`config.mk`:
```
export PLATFORM = sky130hd
export DESIGN_NAME = i2c_eeprom_byte_master_core
export DESIGN_NICKNAME = d
export VERILOG_FILES = /design/src/hdl/ieb_pkg.sv /design/src/hdl/ieb_seq.sv /design/src/hdl/i2c_eeprom_byte_master_core.sv
export SDC_FILE = /design/constraint.sdc
export NUM_CORES = 1
export LEC_CHECK = 0
export BUFFER_PORTS_ARGS = -buffer_cell sky130_fd_sc_hd__buf_2
export CELL_PAD_IN_SITES_DETAIL_PLACEMENT = 1
export CELL_PAD_IN_SITES_GLOBAL_PLACEMENT = 2
export CORE_ASPECT_RATIO = 0.75
export CORE_MARGIN = 8
export CORE_UTILIZATION = 40
export DETAILED_ROUTE_END_ITERATION = 16
export PLACE_DENSITY_LB_ADDON = 0.08
export SLEW_MARGIN = 20
export SYNTH_ARGS = -nofsm -noshare
export SYNTH_HDL_FRONTEND = slang
export SYNTH_HIERARCHICAL = 1
export SYNTH_SLANG_ARGS = --single-unit
```
`constraint.sdc`:
```
create_clock -name clock -period 10.1 [get_ports clock]
set_input_delay 1.01 -clock clock [delete_from_list [all_inputs] [get_ports clock]]
set_output_delay 1.01 -clock clock [all_outputs]
set_load 0.01 [all_outputs]
```
`src/hdl/ieb_pkg.sv`:
```
package ieb_pkg;

   // Request action codes
   localparam logic [1:0] ACT_NONE  = 2'd0;
   localparam logic [1:0] ACT_WRITE = 2'd1;
   localparam logic [1:0] ACT_READ  = 2'd2;

   // Register indexes on the csr port
   localparam int CSR_INDEX_WIDTH = 2;
   localparam int CSR_DATA_WIDTH  = 16;
   localparam logic [CSR_INDEX_WIDTH-1:0] CSR_DEVICE_ADDRESS    = 2'd0;
   localparam logic [CSR_INDEX_WIDTH-1:0] CSR_ACK_WAIT_LIMIT    = 2'd1;
   localparam logic [CSR_INDEX_WIDTH-1:0] CSR_HALF_PERIOD_TICKS = 2'd2;

   // Register reset values
   localparam logic [6:0]  DEVICE_ADDRESS_RESET    = 7'd80;
   localparam logic [7:0]  ACK_WAIT_LIMIT_RESET    = 8'd250;
   localparam logic [15:0] HALF_PERIOD_TICKS_RESET = 16'd50;

   // Byte stages of a transaction
   localparam logic [1:0] STAGE_DEVICE = 2'd0;
   localparam logic [1:0] STAGE_WORD   = 2'd1;
   localparam logic [1:0] STAGE_DATA   = 2'd2;
   localparam logic [1:0] STAGE_READ   = 2'd3;

   typedef struct packed {
      logic [1:0] action;
      logic [7:0] word_address;
      logic [7:0] write_data;
      logic       sda_in;
   } ieb_req_type;

   typedef struct packed {
      logic       scl_out;
      logic       sda_out;
      logic       busy_res;
      logic       done_res;
      logic [7:0] read_data;
      logic       ack_missing;
   } ieb_rsp_type;

   typedef struct packed {
      logic [6:0]  device_address;
      logic [7:0]  ack_wait_limit;
      logic [15:0] half_period_ticks;
   } ieb_cfg_type;

endpackage

```
`src/hdl/ieb_seq.sv`:
```
module ieb_seq (
   input  logic                 clock,
   input  logic                 reset,
   input  logic                 step,
   input  ieb_pkg::ieb_cfg_type cfg,
   input  ieb_pkg::ieb_req_type req,
   output ieb_pkg::ieb_rsp_type rsp
);
   import ieb_pkg::*;

   typedef enum logic [3:0] {
      PH_IDLE, PH_START_SETUP, PH_START_HOLD, PH_TX_LOW, PH_TX_HIGH,
      PH_ACK_LOW, PH_ACK_HIGH, PH_RX_LOW, PH_RX_HIGH, PH_NACK_LOW,
      PH_NACK_HIGH, PH_STOP_LOW, PH_STOP_HIGH, PH_STOP_REL, PH_RESTART_LOW
   } phase_type;

   phase_type   phase_ff, phase_in;
   logic [3:0]  bit_count_ff, bit_count_in;
   logic [7:0]  shift_ff, shift_in;
   logic [15:0] div_ff, div_in;
   logic [7:0]  ack_cnt_ff, ack_cnt_in;
   logic        is_read_ff, is_read_in;
   logic [7:0]  word_ff, word_in;
   logic [7:0]  data_ff, data_in;
   logic [7:0]  last_read_ff, last_read_in;
   logic        nack_ff, nack_in;
   logic [1:0]  stage_ff, stage_in;

   logic [15:0] hp;
   logic [7:0]  lim;
   logic        half_end;
   logic [7:0]  ack_cnt_inc;
   logic [3:0]  bit_count_inc;
   logic [7:0]  rx_byte;
   logic        after_ack;

   // Treat zero settings as one
   assign hp  = (cfg.half_period_ticks == 16'd0) ? 16'd1 : cfg.half_period_ticks;
   assign lim = (cfg.ack_wait_limit == 8'd0) ? 8'd1 : cfg.ack_wait_limit;
   assign half_end      = ({1'b0, div_ff} + 17'd1) >= {1'b0, hp};
   assign ack_cnt_inc   = ack_cnt_ff + 8'd1;
   assign bit_count_inc = bit_count_ff + 4'd1;
   assign rx_byte       = {shift_ff[6:0], req.sda_in};

   // Drive bus levels and status from the current phase
   always_comb begin
      rsp.scl_out     = 1'b1;
      rsp.sda_out     = 1'b1;
      rsp.busy_res    = 1'b1;
      rsp.done_res    = 1'b0;
      rsp.read_data   = last_read_ff;
      rsp.ack_missing = nack_ff;
      case (phase_ff)
         PH_IDLE:        rsp.busy_res = 1'b0;
         PH_START_SETUP: ;
         PH_START_HOLD:  rsp.sda_out = 1'b0;
         PH_TX_LOW: begin
            rsp.scl_out = 1'b0;
            rsp.sda_out = shift_ff[7];
         end
         PH_TX_HIGH:     rsp.sda_out = shift_ff[7];
         PH_ACK_LOW:     rsp.scl_out = 1'b0;
         PH_ACK_HIGH:    ;
         PH_RX_LOW:      rsp.scl_out = 1'b0;
         PH_RX_HIGH:     ;
         PH_NACK_LOW:    rsp.scl_out = 1'b0;
         PH_NACK_HIGH:   ;
         PH_STOP_LOW: begin
            rsp.scl_out = 1'b0;
            rsp.sda_out = 1'b0;
         end
         PH_STOP_HIGH:   rsp.sda_out = 1'b0;
         PH_STOP_REL:    rsp.done_res = half_end;
         PH_RESTART_LOW: rsp.scl_out = 1'b0;
         default:        rsp.scl_out = 1'b0;
      endcase
   end

   // Advance the bus sequencer by one tick
   always_comb begin
      phase_in     = phase_ff;
      bit_count_in = bit_count_ff;
      shift_in     = shift_ff;
      div_in       = div_ff;
      ack_cnt_in   = ack_cnt_ff;
      is_read_in   = is_read_ff;
      word_in      = word_ff;
      data_in      = data_ff;
      last_read_in = last_read_ff;
      nack_in      = nack_ff;
      stage_in     = stage_ff;
      after_ack    = 1'b0;
      if (step) begin
         case (phase_ff)
            PH_IDLE: begin
               if (req.action == ACT_WRITE || req.action == ACT_READ) begin
                  is_read_in = (req.action == ACT_READ);
                  word_in    = req.word_address;
                  data_in    = req.write_data;
                  nack_in    = 1'b0;
                  stage_in   = STAGE_DEVICE;
                  phase_in   = PH_START_SETUP;
                  div_in     = 16'd0;
               end
            end
            PH_ACK_HIGH: begin
               if (!req.sda_in) begin
                  after_ack = 1'b1;
               end else begin
                  ack_cnt_in = ack_cnt_inc;
                  if (ack_cnt_inc >= lim || ack_cnt_inc == 8'd0) begin
                     nack_in   = 1'b1;
                     after_ack = 1'b1;
                  end
               end
            end
            default: begin
               if (!half_end) begin
                  div_in = div_ff + 16'd1;
               end else begin
                  div_in = 16'd0;
                  case (phase_ff)
                     PH_START_SETUP: phase_in = PH_START_HOLD;
                     PH_START_HOLD: begin
                        shift_in     = {cfg.device_address, (stage_ff == STAGE_READ)};
                        bit_count_in = 4'd0;
                        phase_in     = PH_TX_LOW;
                     end
                     PH_TX_LOW: phase_in = PH_TX_HIGH;
                     PH_TX_HIGH: begin
                        shift_in     = {shift_ff[6:0], 1'b0};
                        bit_count_in = bit_count_inc;
                        phase_in     = (bit_count_inc >= 4'd8) ? PH_ACK_LOW : PH_TX_LOW;
                     end
                     PH_ACK_LOW: begin
                        ack_cnt_in = 8'd0;
                        phase_in   = PH_ACK_HIGH;
                     end
                     PH_RX_LOW: phase_in = PH_RX_HIGH;
                     PH_RX_HIGH: begin
                        shift_in     = rx_byte;
                        bit_count_in = bit_count_inc;
                        if (bit_count_inc >= 4'd8) begin
                           last_read_in = rx_byte;
                           phase_in     = PH_NACK_LOW;
                        end else begin
                           phase_in = PH_RX_LOW;
                        end
                     end
                     PH_NACK_LOW:    phase_in = PH_NACK_HIGH;
                     PH_NACK_HIGH:   phase_in = PH_STOP_LOW;
                     PH_STOP_LOW:    phase_in = PH_STOP_HIGH;
                     PH_STOP_HIGH:   phase_in = PH_STOP_REL;
                     PH_STOP_REL:    phase_in = PH_IDLE;
                     PH_RESTART_LOW: phase_in = PH_START_SETUP;
                     default:        phase_in = PH_IDLE;
                  endcase
               end
            end
         endcase

         // Pick the next byte once an acknowledge slot closes
         if (after_ack) begin
            div_in = 16'd0;
            case (stage_ff)
               STAGE_DEVICE: begin
                  stage_in     = STAGE_WORD;
                  shift_in     = word_ff;
                  bit_count_in = 4'd0;
                  phase_in     = PH_TX_LOW;
               end
               STAGE_WORD: begin
                  if (is_read_ff) begin
                     stage_in = STAGE_READ;
                     phase_in = PH_RESTART_LOW;
                  end else begin
                     stage_in     = STAGE_DATA;
                     shift_in     = data_ff;
                     bit_count_in = 4'd0;
                     phase_in     = PH_TX_LOW;
                  end
               end
               STAGE_DATA: phase_in = PH_STOP_LOW;
               default: begin
                  shift_in     = 8'd0;
                  bit_count_in = 4'd0;
                  phase_in     = PH_RX_LOW;
               end
            endcase
         end
      end
   end

   // Hold sequencer state
   always_ff @(posedge clock) begin
      if (reset) begin
         phase_ff     <= PH_IDLE;
         bit_count_ff <= 4'd0;
         shift_ff     <= 8'd0;
         div_ff       <= 16'd0;
         ack_cnt_ff   <= 8'd0;
         is_read_ff   <= 1'b0;
         word_ff      <= 8'd0;
         data_ff      <= 8'd0;
         last_read_ff <= 8'd0;
         nack_ff      <= 1'b0;
         stage_ff     <= STAGE_DEVICE;
      end else begin
         phase_ff     <= phase_in;
         bit_count_ff <= bit_count_in;
         shift_ff     <= shift_in;
         div_ff       <= div_in;
         ack_cnt_ff   <= ack_cnt_in;
         is_read_ff   <= is_read_in;
         word_ff      <= word_in;
         data_ff      <= data_in;
         last_read_ff <= last_read_in;
         nack_ff      <= nack_in;
         stage_ff     <= stage_in;
      end
   end

endmodule

```
`src/hdl/i2c_eeprom_byte_master_core.sv`:
```
// I2C master for a serial EEPROM: byte write and random single-byte read.
// req channel: one item per bus tick, carrying an optional request (action,
// word_address, write_data) and the sampled SDA level. Requests are taken
// only while no transaction is in flight; others are dropped.
// rsp channel: exactly one item per req item, giving the SCL and SDA drive,
// busy, the done pulse at the end of stop, the last read byte and the
// acknowledge timeout flag, all as they stood before that tick's update.
// csr channel: writes device_address (0), ack_wait_limit (1) and
// half_period_ticks (2); always ready, write only while idle.
// An accepted item passes from the input register to the result register,
// where it shows on rsp. Throughput: one item per cycle while rsp is not
// stalled, set by the single sequencer update between the two registers.
// A stalled rsp holds its item; req keeps being taken while the input
// register can move forward into the result register.
// Reset (synchronous): sequencer idle, registers at 80, 250 and 50,
// both channel registers empty.
module i2c_eeprom_byte_master_core (
   input  logic                                   clock,
   input  logic                                   reset,
   input  logic                                   req_valid,
   output logic                                   req_ready,
   input  ieb_pkg::ieb_req_type                   req_data,
   output logic                                   rsp_valid,
   input  logic                                   rsp_ready,
   output ieb_pkg::ieb_rsp_type                   rsp_data,
   input  logic                                   csr_valid,
   output logic                                   csr_ready,
   input  logic [ieb_pkg::CSR_INDEX_WIDTH-1:0]    csr_index,
   input  logic [ieb_pkg::CSR_DATA_WIDTH-1:0]     csr_data
);
   import ieb_pkg::*;

   ieb_req_type req_ff, req_in;
   logic        req_vld_ff, req_vld_in;
   ieb_rsp_type rsp_ff, rsp_in;
   logic        rsp_vld_ff, rsp_vld_in;
   ieb_cfg_type cfg_ff, cfg_in;
   ieb_rsp_type seq_rsp;
   logic        advance;

   // Move the held item into the result register when it has room
   assign advance   = req_vld_ff && (!rsp_vld_ff || rsp_ready);
   assign req_ready = !req_vld_ff || advance;
   assign csr_ready = 1'b1;
   assign rsp_valid = rsp_vld_ff;
   assign rsp_data  = rsp_ff;

   ieb_seq u_seq (
      .clock (clock),
      .reset (reset),
      .step  (advance),
      .cfg   (cfg_ff),
      .req   (req_ff),
      .rsp   (seq_rsp)
   );

   // Next values of channel and config registers
   always_comb begin
      req_in     = req_ff;
      req_vld_in = req_vld_ff;
      rsp_in     = rsp_ff;
      rsp_vld_in = rsp_vld_ff;
      cfg_in     = cfg_ff;
      if (req_valid && req_ready) begin
         req_in     = req_data;
         req_vld_in = 1'b1;
      end else if (advance) begin
         req_vld_in = 1'b0;
      end
      if (advance) begin
         rsp_in     = seq_rsp;
         rsp_vld_in = 1'b1;
      end else if (rsp_ready) begin
         rsp_vld_in = 1'b0;
      end
      if (csr_valid) begin
         case (csr_index)
            CSR_DEVICE_ADDRESS:    cfg_in.device_address    = csr_data[6:0];
            CSR_ACK_WAIT_LIMIT:    cfg_in.ack_wait_limit    = csr_data[7:0];
            CSR_HALF_PERIOD_TICKS: cfg_in.half_period_ticks = csr_data;
            default:               ;
         endcase
      end
   end

   always_ff @(posedge clock) begin
      req_ff <= req_in;
      rsp_ff <= rsp_in;
      if (reset) begin
         req_vld_ff               <= 1'b0;
         rsp_vld_ff               <= 1'b0;
         cfg_ff.device_address    <= DEVICE_ADDRESS_RESET;
         cfg_ff.ack_wait_limit    <= ACK_WAIT_LIMIT_RESET;
         cfg_ff.half_period_ticks <= HALF_PERIOD_TICKS_RESET;
      end else begin
         req_vld_ff <= req_vld_in;
         rsp_vld_ff <= rsp_vld_in;
         cfg_ff     <= cfg_in;
      end
   end

endmodule

```
Yosys cells after proc, flatten, opt, wreduce, memory -nomap -nowiden
Cells that the tools add are included.
{ "word_totals": {"reg_bits": 133, "input_bits": 42, "output_inout_bits": 16, "wordCells": 146} }
{ "op_classes": {"n_addsub": 4, "magnitude_cmp": 3, "eq_ne": 26, "mux": 51, "n_bitwise": 2, "n_reduce_logical": 34} }
{ "ops": {"columns": ["operator", "count"], "rows": [
  ["16-bit two-way mux", 4],
  ["8-bit two-way mux", 8],
  ["4-bit one-hot mux with 12 select lines", 1],
  ["8-bit one-hot mux with 3 select lines", 2],
  ["4-bit two-way mux", 9],
  ["16-bit one-hot mux with 2 select lines", 1],
  ["4-bit == test, second input constant", 7],
  ["4-bit one-hot mux with 2 select lines", 3],
  ["16-bit by 1-bit adder with 17-bit output, second input constant", 1],
  ["17-bit by 16-bit >= comparator with 1-bit output", 1],
  ["16-bit by 1-bit adder with 16-bit output, second input constant", 1],
  ["4-bit by 3-bit == test with 1-bit output, second input constant", 4],
  ["16-bit logical NOT", 1],
  ["8-bit logical NOT", 2],
  ["8-bit one-hot mux with 2 select lines", 1],
  ["5-bit AND reduction", 3],
  ["1-bit two-way mux", 14],
  ["4-bit one-hot mux with 3 select lines", 1],
  ["2-bit nonzero test", 5],
  ["9-bit OR reduction", 1],
  ["8-bit by 1-bit adder with 8-bit output, second input constant", 1],
  ["2-bit == test, second input constant", 4],
  ["4-bit by 2-bit == test with 1-bit output, second input constant", 2],
  ["8-bit >= comparator", 1],
  ["23 further kinds", 42]
]} }

Longest topological paths before layout
Gate-level depths: netlist of run 1.
{ "depth": {"ltp_word": 10, "ltp_mapped": 16, "ltp_nobuf": 14} }

Modules after synthesis
The synthesis of run 1 kept the hierarchy.
{ "modules_own_cells": {"columns": ["mod", "instances", "cells_each", "area_per_inst_um2", "seq_area_each_um2"], "rows": [
  ["ieb_seq", 1, 604, 4563.1, 1361.3],
  ["i2c_eeprom_byte_master_core", 1, 172, 2374.8, 1621.6]
]} }

Worst setup path before layout of run 1
Ideal clock, no wire load.
{ "synth_timing": {"path_type": "register to register", "start": "register u_seq.div_ff[4]", "end": "register u_seq.div_ff[10]", "setup_time_ns": 0.070, "arrival_time_ns": 3.701, "required_time_ns": 10.030, "setup_slack_ns": 6.328, "stages_incl_launch_ff": 15, "path_buffers": 1, "synth_period_minus_slack_ns": 3.772, "path_cell_list": "dfxtp_1 > nand3_1 > nor4_1 > nand3_1 > and2_1 > or2_2 > ha_1 > a21oi_1 > a21boi_0 > o31ai_1 > nand3b_1 > nor3_1 > clkbuf_1 > o21ai_0 > a21oi_1"} }
{ "synth_via": {"elab_chain_cells": 5, "elab_cells_between_ends": 6, "cone_classes": "2 x add/sub; 1 x order compare; 3 x mux"} }
{ "synth_lines": {"columns": ["element", "line", "text"], "rows": [
  ["start, declared", "ieb_seq.sv:20", "logic [15:0] div_ff, div_in;"],
  ["start signal, assigned", "ieb_seq.sv:212", "div_ff <= div_in;"],
  ["16-bit by 1-bit adder with 17-bit output", "ieb_seq.sv:40", "assign half_end = ({1'b0, div_ff} + 17'd1) >= {1'b0, hp};"],
  ["17-bit by 16-bit >= comparator with 1-bit output", "ieb_seq.sv:40", null],
  ["16-bit two-way mux (*)", "ieb_seq.sv:118", "if (!half_end) begin"],
  ["16-bit one-hot mux with 2 select lines (*)", "ieb_seq.sv:94", "case (phase_ff)"],
  ["16-bit two-way mux (*)", "ieb_seq.sv:163", "if (after_ack) begin"]
]} }
Mark *: on every way between the ends. The rest lies on a longest branch, timed or not.
A chain may end at the register's enable or synchronous reset.

Worst setup path after layout of run 1
{ "layout_timing": {"start": "register u_seq.div_ff[4]", "end": "register u_seq.div_ff[13]"} }
The elaborated chain is that of the path after synthesis.

==> results.toml, run 1 <==
[status]
status = "finished, final reports clean"

[clock_tree]
cts_setup_buffers = 0
h-tree-depth = 4
ctsResizeCount = 0
clock_sinks = 133
clkTransAtPathRegs_ns = 0.06
cts_buffer_depth = 2
cts_buffers = 17
cts_tree = "yes"
cts-root-buf = "clkbuf_16"
ctsHoldBuffers = 0
clock_latency_ns = 0.43

[synthesis]
yosysUniqueCellTypes = 68
syn_area_per_cell_um2 = 8.94
ys_seq_area_frac = 0.430
synthesis.nets = 851
synth_area_um2 = 6940
synthFlopType = "dfxtp_1"
ys_async_sr_fraction = 0
synth_edf_count = 32
yosysWarnings = 6
ys_ff_latch = 133
syn_inst = 776

[sta]
min_period_ns = 4.74
finalSetupViolCount = 0
finalHoldViolCount = 0
maxSlewViolCount = 0
rsz0062_at_grt = "false"
period_share = 0.469
relSlewSlack = 0.279
fin_skew_ns = 0.00959
worstMarginPinSlew_ns = 1.07
fin_tns_setup_ns = 0
fmax_mhz = 211
setup_ws_ns = 5.36

[finish]
drive_gt1_frac = 0.138
nets = 890
final_area_um2 = 7880
layout_common_cells = "101 x dfxtp_1, 84 x nand2_1, 66 x nor2_1"
n_antenna_cell = 0
finalCoreUtilization = 0.467
layout_commonest_cell = "dfxtp_1"
area_growth_pct = 13.5

[worst_setup_path]
worstPathArrival_ns = 5.08
required_ns = 10.44
critical-path-max-stage-delay_ns = 0.91
crit_slowest_cell = "nor3_2"
critPathKind = "flop to flop"
path_max_fanout = 18
path_cells = "nand3_1 > nor4_1 > nand3_1 > and2_1 > or2_2 > ha_1 > a21oi_1 > a21boi_0 > o31ai_1 > nand3b_1 > nor3_2 > o21ai_0 > a21oi_1"
path_buf_inv = 0
cp-end-kind = "flop"
startpoint_type = "flop"
critical_path.top_delay_family = "simple AND/OR/NAND/NOR gates"

[pwr]
pwr_density_cell_nw_per_um2 = 155
power.total_mw = 1.22
peakVddDrop_mv = 0.0849
p_leak_nw = 3.07

[global_route]
grt_pass1_wl_mm = 32.5
grt_pass1_vias = 5959
antenna_found_initial = 0
grt.overflow.total = 0
grt_util_all_layers = 0.187
grt_max_degree = 96

[floorplanning]
io_pins = 58
fp.dieH_um = 130
coreArea_um2 = 16900
dieWidth_um = 168
die-area_um2 = 21900
rows = 41
start_util = 0.411

[routing]
routedWlPerCell_um = 19.0
vias_per_cell = 5.54
initialDrtViolationCount = 377
vias = 5777
antenna_left = 0
routed_wl_mm = 19.8
dr.pass1.iters = 5
drc = 0

[place]
place_ws_ns = 5.45
portBuffers = 56
hpwl_mm = 14.4
postPlaceCellArea_um2 = 7330
gp_congestion = 0.849

[worst_hold_path]
hold_class = "flop to flop"

[job]
cap_violations = 0
-- area by class of cell --
cell class | count | area [um2]
multi-input combinational | 559 | 3610
clock inverter | 13 | 100
fill | 1970 | 9000
sequential | 133 | 2980
inverter | 46 | 173
tap | 215 | 269
clock buffer | 19 | 443
timing repair buffer | 58 | 295
-- worst register-to-register path, cell delays in order, from the launching register on --
cell      delay, ns
dfxtp_1        0.50
nand3_1        0.22
nor4_1         0.58
nand3_1        0.25
and2_1         0.23
or2_2          0.30
ha_1           0.34
a21oi_1        0.14
a21boi_0       0.10
o31ai_1        0.34
nand3b_1       0.27
nor3_2         0.91
o21ai_0        0.26
a21oi_1        0.21
-- cell usage after synthesis (all sizes together), types with 12 or more instances --
cell | number | share of area
dfxtp | 101 | 0.29
nand2 | 84 | 0.045
nor2 | 66 | 0.036
a21oi | 56 | 0.040
inv | 45 | 0.024
nand2b | 43 | 0.039
mux2i | 42 | 0.061
nand3 | 34 | 0.025
ha | 33 | 0.060
edfxtp | 32 | 0.14
o21ai | 32 | 0.024
clkbuf | 21 | 0.011
buf | 17 | 0.016
nor3 | 15 | 0.011
a22o | 12 | 0.015
nor4 | 12 | 0.011
-- sequential cells by signal (all words and copies together) (netlist names), 2 cells and up --
name	flops
cfg_ff	31
req_ff	19
u_seq/div_ff	16
rsp_data	13
u_seq/ack_cnt_ff	8
u_seq/data_ff	8
u_seq/last_read_ff	8
u_seq/shift_ff	8
u_seq/word_ff	8
u_seq/bit_count_ff	4
u_seq/phase_ff	4
u_seq/stage_ff	2
-- where the power goes --
group	internal [mW]	switching, mW
sequential	0.561	0.0109
combinational	0.0268	0.0472
clock	0.322	0.251
total	0.910	0.310
-- path summary, 6_finish.rpt --
kind	startpoint	endpoint	slack [ns]	depth (start not counted)
setup / recovery	u_seq/div_ff[4]	u_seq/div_ff[13]	5.36	13
hold / removal	u_seq/last_read_ff[0]	rsp_data[1]	0.44	0
setup reg to reg	u_seq/div_ff[4]	u_seq/div_ff[13]	5.36	13
hold reg to reg	u_seq/last_read_ff[0]	rsp_data[1]	0.44	0
-- stage by stage --
stage / hold WS (ns) / std cells
after floorplan: 0.408 / 776
after global placement: 0.422 / 1011
after detailed placement: 0.426 / 1011
after CTS: 0.439 / 1043
after global routing: 0.457 / 1043
final: 0.440 / 1043
-- routing by layer --
layer,routed length (um),vias up,GRT usage,share of wire
met3,911,10,0.0495,0.046
met1,10100,2819,0.259,0.51
li1,-,2825,-,-
met5,0,-,0,0
met4,142,0,0.0424,0.0072
met2,8580,123,0.286,0.43
-- logic make-up (layout without fill, tap and decap cells) --
family,after synthesis,after routing,share of synthesized area
flops,133,133,0.430
buf+inv,84,136,0.0518
mux,45,45,0.0655
fa+ha+maj,33,33,0.0595
xor+xnor,12,12,0.0151
compound gates,164,164,0.158
simple gates,304,304,0.220
other cells,1,1,0.000541
Note: power is estimated with default switching activity, not from simulation.
==> run 2, diff against run 1 <==
--- a/config.mk
+++ b/config.mk
@@ -10,7 +10,7 @@
 export CELL_PAD_IN_SITES_GLOBAL_PLACEMENT = 2
 export CORE_ASPECT_RATIO = 0.75
 export CORE_MARGIN = 8
-export CORE_UTILIZATION = 40
+export CORE_UTILIZATION = 34
 export DETAILED_ROUTE_END_ITERATION = 16
 export PLACE_DENSITY_LB_ADDON = 0.08
 export SLEW_MARGIN = 20
==> constraint.sdc (replaced) <==
create_clock -name clock -period 4 [get_ports clock]
set_input_delay 0.4 -clock clock [delete_from_list [all_inputs] [get_ports clock]]
set_output_delay 0.4 -clock clock [all_outputs]
set_load 0.01 [all_outputs]
==> results.toml, run 2 (synthesis gave the netlist of run 1 again) <==
[finish]
top_regs = "cfg_ff: 31 flops, req_ff: 19 flops, u_seq/div_ff: 16 flops"
largest_reg_flops = 31
multiInputGateArea_um2 = 3620
regMostFlops = "cfg_ff"
fillCellCount = 2344
layout_commonest_cell = "dfxtp_1"
nets = 902
drive_gt1_frac = 0.154
n_antenna_cell = 0
layout_common_cells = "100 x dfxtp_1, 84 x nand2_1, 66 x nor2_1"
seqCellArea_um2 = 2980
area_growth_pct = 16.7

[sta]
fin_skew_ns = 0.0109
relSlewSlack = 0.297
fin_tns_setup_ns = 0
worstMarginPinSlew_ns = 1.05
period_share = 0.921
finalHoldViolCount = 0
setup_ws_ns = 0.318
rsz0062_at_grt = "false"
min_period_ns = 3.68
maxSlewViolCount = 0
finalSetupViolCount = 0
fmax_mhz = 272

[worst_setup_path]
endpoint = "u_seq/phase_ff[2]"
path_max_fanout = 11
startpoint_type = "flop"
r2r_slack_ns = 0.32
critical-path-max-stage-delay_ns = 0.55
reg2reg_from = "u_seq/ack_cnt_ff[0]"
path_cells = "ha_1 > nand3_1 > o21ai_0 > o21ai_0 > ha_1 > nand2_1 > o21ai_0 > a21oi_1 > o211a_1 > nand2b_1 > a31o_2 > mux2_2"
crit_slowest_cell = "dfxtp_1"
required_ns = 4.31
critPathKind = "flop to flop"
reg2regPathDepth = 12
cp-startpoint = "u_seq/ack_cnt_ff[0]"
path_common_cell = "o21ai_0"
regToRegEndpoint = "u_seq/phase_ff[2]"
cp-end-kind = "flop"
worstPathArrival_ns = 3.99

[global_route]
antenna_found_initial = 0
grt_util_all_layers = 0.163
grt.overflow.total = 0
grt_pass1_vias = 5950
grt_max_degree = 66
grt_pass1_wl_mm = 33.1

[job]
cap_violations = 0

[floorplanning]
dieWidth_um = 181
fp.dieH_um = 140
io_pins = 58
die-area_um2 = 25300
start_util = 0.345
coreArea_um2 = 20100
rows = 45

[clock_tree]
clock_latency_ns = 0.43
cts_buffers = 17
clkTransAtPathRegs_ns = 0.07
cts_buffer_depth = 2
h-tree-depth = 4
cts_setup_buffers = 0
cts-root-buf = "clkbuf_16"
ctsHoldBuffers = 0
cts_tree = "yes"
clock_sinks = 133

[routing]
dr.pass1.iters = 5
vias_per_cell = 5.29
routedWlPerCell_um = 18.6
drc = 0
routed_wl_mm = 20.4
antenna_left = 0
initialDrtViolationCount = 354
vias = 5808

[pwr]
p_leak_nw = 3.17
peakVddDrop_mv = 0.230
pwr_density_cell_nw_per_um2 = 397

[place]
hpwl_mm = 15.3
place_ws_ns = 0.227
gp_congestion = 0.825
portBuffers = 56

[worst_hold_path]
hold_class = "input port to flop"

[status]
status = "finished, final reports clean"
run 2: changes by cell type in the layout (fill, tap and decap cells not counted), sizes merged:
cell | previous run | this run
buf | 58 | 70
clkinv | 5 | 8
clkbuf | 19 | 17
clkinvlp | 5 | 0
inv | 49 | 53
run 2: metal layers:
metal | global-route usage | wire (um)
met1 | 0.236 | 10800
met2 | 0.240 | 8690
met3 | 0.0351 | 757
met4 | 0.0435 | 187
met5 | 0 | 0
run 2: worst max-delay path: cells and delay by family, from the launching register on:
family                   cells  cell delay [ns]
AO/OA/AOI/OAI                6             1.43
adder cells (fa/ha/maj)      2             0.68
AND/OR/NAND/NOR              3             0.58
flip-flops                   1             0.55
multiplexers                 1             0.35
run 2: worst min-delay path by stage:
stage	startpoint	endpoint	slack, ns	depth (start not counted)
finish	req_data[2]	req_ff[2]	0.14	1
global route	req_data[10]	req_ff[10]	0.12	1
CTS	req_data[2]	req_ff[2]	0.12	1
detailed placement	u_seq/last_read_ff[2]	rsp_data[3]	0.43	0
global placement	u_seq/last_read_ff[6]	rsp_data[7]	0.42	0
floorplan	u_seq/last_read_ff[0]	rsp_data[1]	0.41	0
run 2: cell type report:
type,count,share of cell area
inverters,46,0.0213
clock inverters,15,0.0224
multi-input cells,559,0.447
flip-flops and latches,133,0.369
repair buffers,70,0.0479
well taps,258,0.0399
clock buffers,17,0.0526
run 2: repair_timing:
action / CTS / global route
hold endpoints to repair: 0 / 0
setup endpoints to repair: 0 / 29
resized for setup: 0 / 4
run 2: report_power, final:
part | leakage, nW | switching, mW | internal, mW
Sequential | 1.12 | 0.0315 | 1.41
Combinational | 1.76 | 0.116 | 0.0692
Clock | 0.296 | 0.735 | 0.847
Total | 3.17 | 0.882 | 2.33
run 2: metrics by stage:
step | instances | instance area, um2 | hold WS, ns | power [mW] | utilization
global placement | 1066 | 7470 | 0.421 | 1.66 | 0.371
global route | 1098 | 8090 | 0.118 | 3.34 | 0.403
detailed placement | 1066 | 7470 | 0.426 | 1.66 | 0.371
CTS | 1098 | 8070 | 0.119 | 3.26 | 0.402
floorplan | 776 | 6940 | 0.408 | 1.58 | -
finish | 1098 | 8090 | 0.142 | 3.21 | 0.403
